[src/rtl/core/tknvs_pkg.sv]
package tknvs_pkg;

	// Fixed widths of the interface fields and of the row accumulators.
	localparam int CFG_W      = 7;
	localparam int VALUE_W    = 16;
	localparam int RANK_W     = 4;
	localparam int IDX_OUT_W  = 16;
	localparam int LEN_W      = 8;
	localparam int ACC_W      = 40;
	localparam int SQ_W       = 2 * ACC_W;
	localparam int PROD_W     = SQ_W + ACC_W;
	localparam int DIGIT_W    = 8;
	localparam int MUL_STEPS  = ACC_W / DIGIT_W;

	localparam logic [CFG_W-1:0] CFG_RESET = 7'd64;

	// Item commands.
	localparam logic [1:0] CMD_QUERY = 2'd0;
	localparam logic [1:0] CMD_REF   = 2'd1;
	localparam logic [1:0] CMD_EMIT  = 2'd2;
	localparam logic [1:0] CMD_NOP   = 2'd3;

	// Operand selection of the shared multiplier.
	localparam logic [1:0] SEL_SQ    = 2'd0;
	localparam logic [1:0] SEL_LEFT  = 2'd1;
	localparam logic [1:0] SEL_RIGHT = 2'd2;

	typedef struct packed {
		logic [1:0]                cmd;
		logic signed [VALUE_W-1:0] value;
	} item_t;

	typedef struct packed {
		logic [RANK_W-1:0]    rank;
		logic [IDX_OUT_W-1:0] euclid_index;
		logic                 euclid_valid;
		logic [IDX_OUT_W-1:0] cosine_index;
		logic                 cosine_valid;
		logic                 last;
	} result_t;

	typedef struct packed {
		logic       q_write;
		logic       ref_capture;
		logic       ref_mul;
		logic       ref_acc;
		logic       ptr_clr;
		logic       ptr_inc;
		logic       euc_insert;
		logic       cos_insert;
		logic       mul_start;
		logic [1:0] mul_sel;
		logic       sq_load;
		logic       l_load;
		logic       row_finish;
		logic       out_load;
		logic       emit_clear;
	} ctl_cmd_t;

	typedef struct packed {
		logic row_end;
		logic ptr_last;
		logic euc_hit;
		logic norm_zero;
		logic cos_quick_hit;
		logic cos_quick_miss;
		logic mul_done;
		logic cross_better;
		logic out_fire;
	} dp_stat_t;

endpackage

[src/rtl/core/tknvs_ctrl.sv]
module tknvs_ctrl
	import tknvs_pkg::*;
(
	input  logic       clk,
	input  logic       arst_n,
	input  logic       item_valid,
	input  logic [1:0] item_cmd,
	input  dp_stat_t   stat,
	output ctl_cmd_t   cmd,
	output logic       item_stall
);

	localparam logic [3:0] ST_IDLE  = 4'd0;
	localparam logic [3:0] ST_MUL   = 4'd1;
	localparam logic [3:0] ST_ACC   = 4'd2;
	localparam logic [3:0] ST_EUC   = 4'd3;
	localparam logic [3:0] ST_COS   = 4'd4;
	localparam logic [3:0] ST_SQ    = 4'd5;
	localparam logic [3:0] ST_CCMP  = 4'd6;
	localparam logic [3:0] ST_ML    = 4'd7;
	localparam logic [3:0] ST_MR    = 4'd8;
	localparam logic [3:0] ST_FIN   = 4'd9;
	localparam logic [3:0] ST_OLOAD = 4'd10;
	localparam logic [3:0] ST_OWAIT = 4'd11;

	logic [3:0] state_q;
	logic [3:0] state_d;

	assign item_stall = (state_q != ST_IDLE);

	always_comb begin
		cmd     = '0;
		state_d = state_q;
		unique case (state_q)
			ST_IDLE: begin
				if (item_valid) begin
					unique case (item_cmd)
						CMD_QUERY: begin
							cmd.q_write = 1'b1;
						end
						CMD_REF: begin
							cmd.ref_capture = 1'b1;
							state_d         = ST_MUL;
						end
						CMD_EMIT: begin
							cmd.ptr_clr = 1'b1;
							state_d     = ST_OLOAD;
						end
						CMD_NOP: begin
						end
					endcase
				end
			end
			ST_MUL: begin
				cmd.ref_mul = 1'b1;
				state_d     = ST_ACC;
			end
			ST_ACC: begin
				cmd.ref_acc = 1'b1;
				if (stat.row_end) begin
					cmd.ptr_clr = 1'b1;
					state_d     = ST_EUC;
				end else begin
					state_d = ST_IDLE;
				end
			end
			ST_EUC: begin
				if (stat.euc_hit) begin
					cmd.euc_insert = 1'b1;
					state_d        = ST_COS;
				end else if (stat.ptr_last) begin
					state_d = ST_COS;
				end else begin
					cmd.ptr_inc = 1'b1;
				end
			end
			ST_COS: begin
				if (stat.norm_zero) begin
					state_d = ST_FIN;
				end else begin
					cmd.mul_start = 1'b1;
					cmd.mul_sel   = SEL_SQ;
					cmd.ptr_clr   = 1'b1;
					state_d       = ST_SQ;
				end
			end
			ST_SQ: begin
				if (stat.mul_done) begin
					cmd.sq_load = 1'b1;
					state_d     = ST_CCMP;
				end
			end
			ST_CCMP: begin
				if (stat.cos_quick_hit) begin
					cmd.cos_insert = 1'b1;
					state_d        = ST_FIN;
				end else if (stat.cos_quick_miss) begin
					if (stat.ptr_last) begin
						state_d = ST_FIN;
					end else begin
						cmd.ptr_inc = 1'b1;
					end
				end else begin
					cmd.mul_start = 1'b1;
					cmd.mul_sel   = SEL_LEFT;
					state_d       = ST_ML;
				end
			end
			ST_ML: begin
				if (stat.mul_done) begin
					cmd.l_load    = 1'b1;
					cmd.mul_start = 1'b1;
					cmd.mul_sel   = SEL_RIGHT;
					state_d       = ST_MR;
				end
			end
			ST_MR: begin
				if (stat.mul_done) begin
					if (stat.cross_better) begin
						cmd.cos_insert = 1'b1;
						state_d        = ST_FIN;
					end else if (stat.ptr_last) begin
						state_d = ST_FIN;
					end else begin
						cmd.ptr_inc = 1'b1;
						state_d     = ST_CCMP;
					end
				end
			end
			ST_FIN: begin
				cmd.row_finish = 1'b1;
				state_d        = ST_IDLE;
			end
			ST_OLOAD: begin
				cmd.out_load = 1'b1;
				state_d      = ST_OWAIT;
			end
			ST_OWAIT: begin
				if (stat.out_fire) begin
					if (stat.ptr_last) begin
						cmd.emit_clear = 1'b1;
						state_d        = ST_IDLE;
					end else begin
						cmd.ptr_inc = 1'b1;
						state_d     = ST_OLOAD;
					end
				end
			end
			default: begin
				state_d = ST_IDLE;
			end
		endcase
	end

	always_ff @(posedge clk or negedge arst_n) begin
		if (!arst_n) begin
			state_q <= ST_IDLE;
		end else begin
			state_q <= state_d;
		end
	end

endmodule

[config.mk]
export PLATFORM = sky130hd
export DESIGN_NAME = tknvs_ctrl
export DESIGN_NICKNAME = d
export VERILOG_FILES = /design/src/rtl/core/tknvs_pkg.sv /design/src/rtl/core/tknvs_ctrl.sv
export SDC_FILE = /design/constraint.sdc
export NUM_CORES = 1
export LEC_CHECK = 0
export BUFFER_PORTS_ARGS = -buffer_cell sky130_fd_sc_hd__buf_2
export CAP_MARGIN = 20
export CORE_MARGIN = 2
export CORE_UTILIZATION = 30
export DETAILED_ROUTE_END_ITERATION = 16
export PLACE_DENSITY_LB_ADDON = 0.08
export SETUP_SLACK_MARGIN = 0.3
export SLEW_MARGIN = 15
export SYNTH_ARGS = -nofsm -noshare
export SYNTH_HDL_FRONTEND = slang
export SYNTH_SLANG_ARGS = --single-unit
[constraint.sdc]
create_clock -name clk -period 4.97 [get_ports clk]
set_clock_uncertainty 0.1 [all_clocks]
set_input_delay 0.497 -clock clk [delete_from_list [all_inputs] [get_ports clk]]
set_output_delay 0.497 -clock clk [all_outputs]
set_load 0.01 [all_outputs]
==> out/summary.txt <==
Status -> completed
Slew HR -> 0.536
Post-synth top area cell -> dfrtp_1
Critical Path Slowest Stage Cell -> dfrtp_1
Post-cts sizing count -> 0
Die area -> 2800 um^2
Die W -> 52.9 um
Synth Area per Inst -> 7.04 um^2
CP Depth -> 4
Path type of the worst setup path -> reg -> out
Pre-antenna DRT Iters -> 5
Pin count of the biggest net entering global routing -> 24
Die height -> 52.9 um
Final nets -> 147
Synthesis-to-finish area growth -> 23.0%
P_leak -> 0.417 nW
Post-route minimum period -> 2.42 ns
DR WL/cell -> 14.4 um
# setup viols final -> 0
Max reg flops -> 4
Ys async rst share -> 1.00
Post-synthesis sequential area ratio -> 0.139
Final TNS setup -> 0 ns
I/O pins -> 31
Placeable core region -> 2230 um^2
Post-Route WL -> 2.25 mm
Critical-path cell list -> nand2b_1 > o32a_1 > o22ai_1 > buf_2
1st-iter DRT viols -> 25
Fill cells -> 244
Area share of the largest cell type after synthesis -> 0.139
Most frequent cells in the layout -> 30 x buf_2, 14 x nor2_1, 9 x nand2_1
Top post-synthesis cells by area -> dfrtp_1 14%, nor2_1 7.3%, ha_1 5.2%
Crit path capture type -> output pin
Vias -> 873
Most common cell after layout, fill and taps aside -> buf_2
Synthesized area -> 718 um^2
Gr usage total -> 0.174
Leading registers by flop count -> state_q x4
Clock Sinks -> 4
Pwr dens -> 474 nW/um^2
Most used DFF post-synth -> dfrtp_1
Worst setup SP type -> flip-flop
CP required -> 4.37 ns
Achievable Freq -> 412 MHz
Drc violations -> 0
Congestion Overflow GR -> 0
Max IR drop VDD -> 216 uV
Num CTS Buffers -> 3
Critical path's largest stage delay -> 0.78 ns
CP bufs+invs -> 1
Worst-margin pin slew -> 0.695 ns
Kind of cell adding the most delay to the critical path -> flip-flops
Number of flops mapped to enable cells by yosys -> 0
CTS clock-pin slew for the worst setup and hold paths -> 0.04 ns
Share of cells above drive strength 1 -> 0.305
Worst-skew pair later-pin latency -> 0.23 ns
Pwr Total -> 419 uW
Cells after Synth -> 102
Crit path max fanout -> 23
Yosys cell types -> 42
First-pass GRT wire length -> 3.64 mm
Final Util -> 0.396
PortBufs -> 30
RSZ-0062 raised after global routing -> no
Initial antenna violation count -> 0
Vias per inst -> 5.60
Cell row count -> 17
Final Wtd Congestion -> 0.787
CTS HTree Levels -> 1
Final ANT Viol Nets -> 0
Count of max-cap constraint violations -> 0
CTS tree -> built
Starting density of the core -> 0.322
Synth Warn # -> 0
Worst Path Arrival -> 1.83 ns
Final Hold Viols -> 0
Antenna cells -> 0
R2R depth -> 5
Root buffer cell -> clkbuf_4
Post-detail-place hpwl -> 1.70 mm
HP Class -> in -> async
Vias in the first global route -> 767
Flops & latches, synth -> 4
Final period utilization -> 0.488
Most flop-heavy register -> state_q
Clock buffer depth -> 2
Syn nets -> 119
Max-slew violations -> 0
## repair_timing
| action | 4_1_cts | 5_1_grt |
|---|---|---|
| hold buffers | 1 | 0 |
| setup buffers | 0 | 0 |
| hold endpoints to repair | 4 | 0 |
## final timing paths
check / from / to / slack, ns
worst min-delay path: arst_n / state_q[3] / 0.49
min in group clk: stat[1] / state_q[2] / 0.65
worst max register to register: state_q[2] / state_q[1] / 2.88
worst min register to register: state_q[0] / state_q[0] / 0.73
max in group asynchronous: arst_n / state_q[0] / 4.16
worst max-delay path: state_q[3] / cmd[10] / 2.55
## per-layer routing
layer | vias up | routed length (um) | global-route usage
met1 | 395 | 1080 | 0.254
met3 | 0 | 157 | 0.0282
met4 | 0 | 0 | 0.0385
met5 | - | 0 | 0
met2 | 43 | 1000 | 0.265
li1 | 435 | - | -
## logic make-up after synthesis
logic type | after synthesis | share of synthesized area
buffers and inverters | 15 | 0.110
XOR/XNOR | 1 | 0.0122
flip-flops | 4 | 0.139
AO/OA/AOI/OAI | 28 | 0.275
multiplexers | 1 | 0.0139
adder cells (fa/ha/maj) | 3 | 0.0523
AND/OR/NAND/NOR | 50 | 0.397
## metrics by stage
stage / cells / setup slack [ns] / cell area (um^2) / hold WS, ns
floorplan: 102 / 3.09 / 718 / 0.101
global placement: 152 / 2.78 / 851 / 0.204
detailed placement: 152 / 2.79 / 851 / 0.203
CTS: 156 / 2.53 / 883 / 0.486
global route: 156 / 2.37 / 883 / 0.500
finish: 156 / 2.55 / 883 / 0.492
## cells in the mapped netlist (3+ instances only)
cell type and instances:
buf_2 3, nor3_1 7, inv_1 5, a21oi_1 4, o21ai_1 4, ha_1 3, and3_1 3, dfrtp_1 4
nand2_1 9, nor2_1 14, o22ai_1 3
## power by group
part	switching, mW	leakage (nW)	internal [mW]
Clock	0.0127	0.0138	0.0270
Sequential	0.0745	0.0506	0.0465
Combinational	0.139	0.353	0.119
## area by class of cell
type / count / area [um^2] / share of cell area
sequential: 4 / 100 / 0.113
clock buffer: 3 / 22.5 / 0.0255
multi-input combinational: 83 / 539 / 0.610
timing repair buffer: 31 / 160 / 0.181
inverter: 7 / 26.3 / 0.0297
tap: 28 / 35.0 / 0.0397
Power figures use the tool's default switching activity.
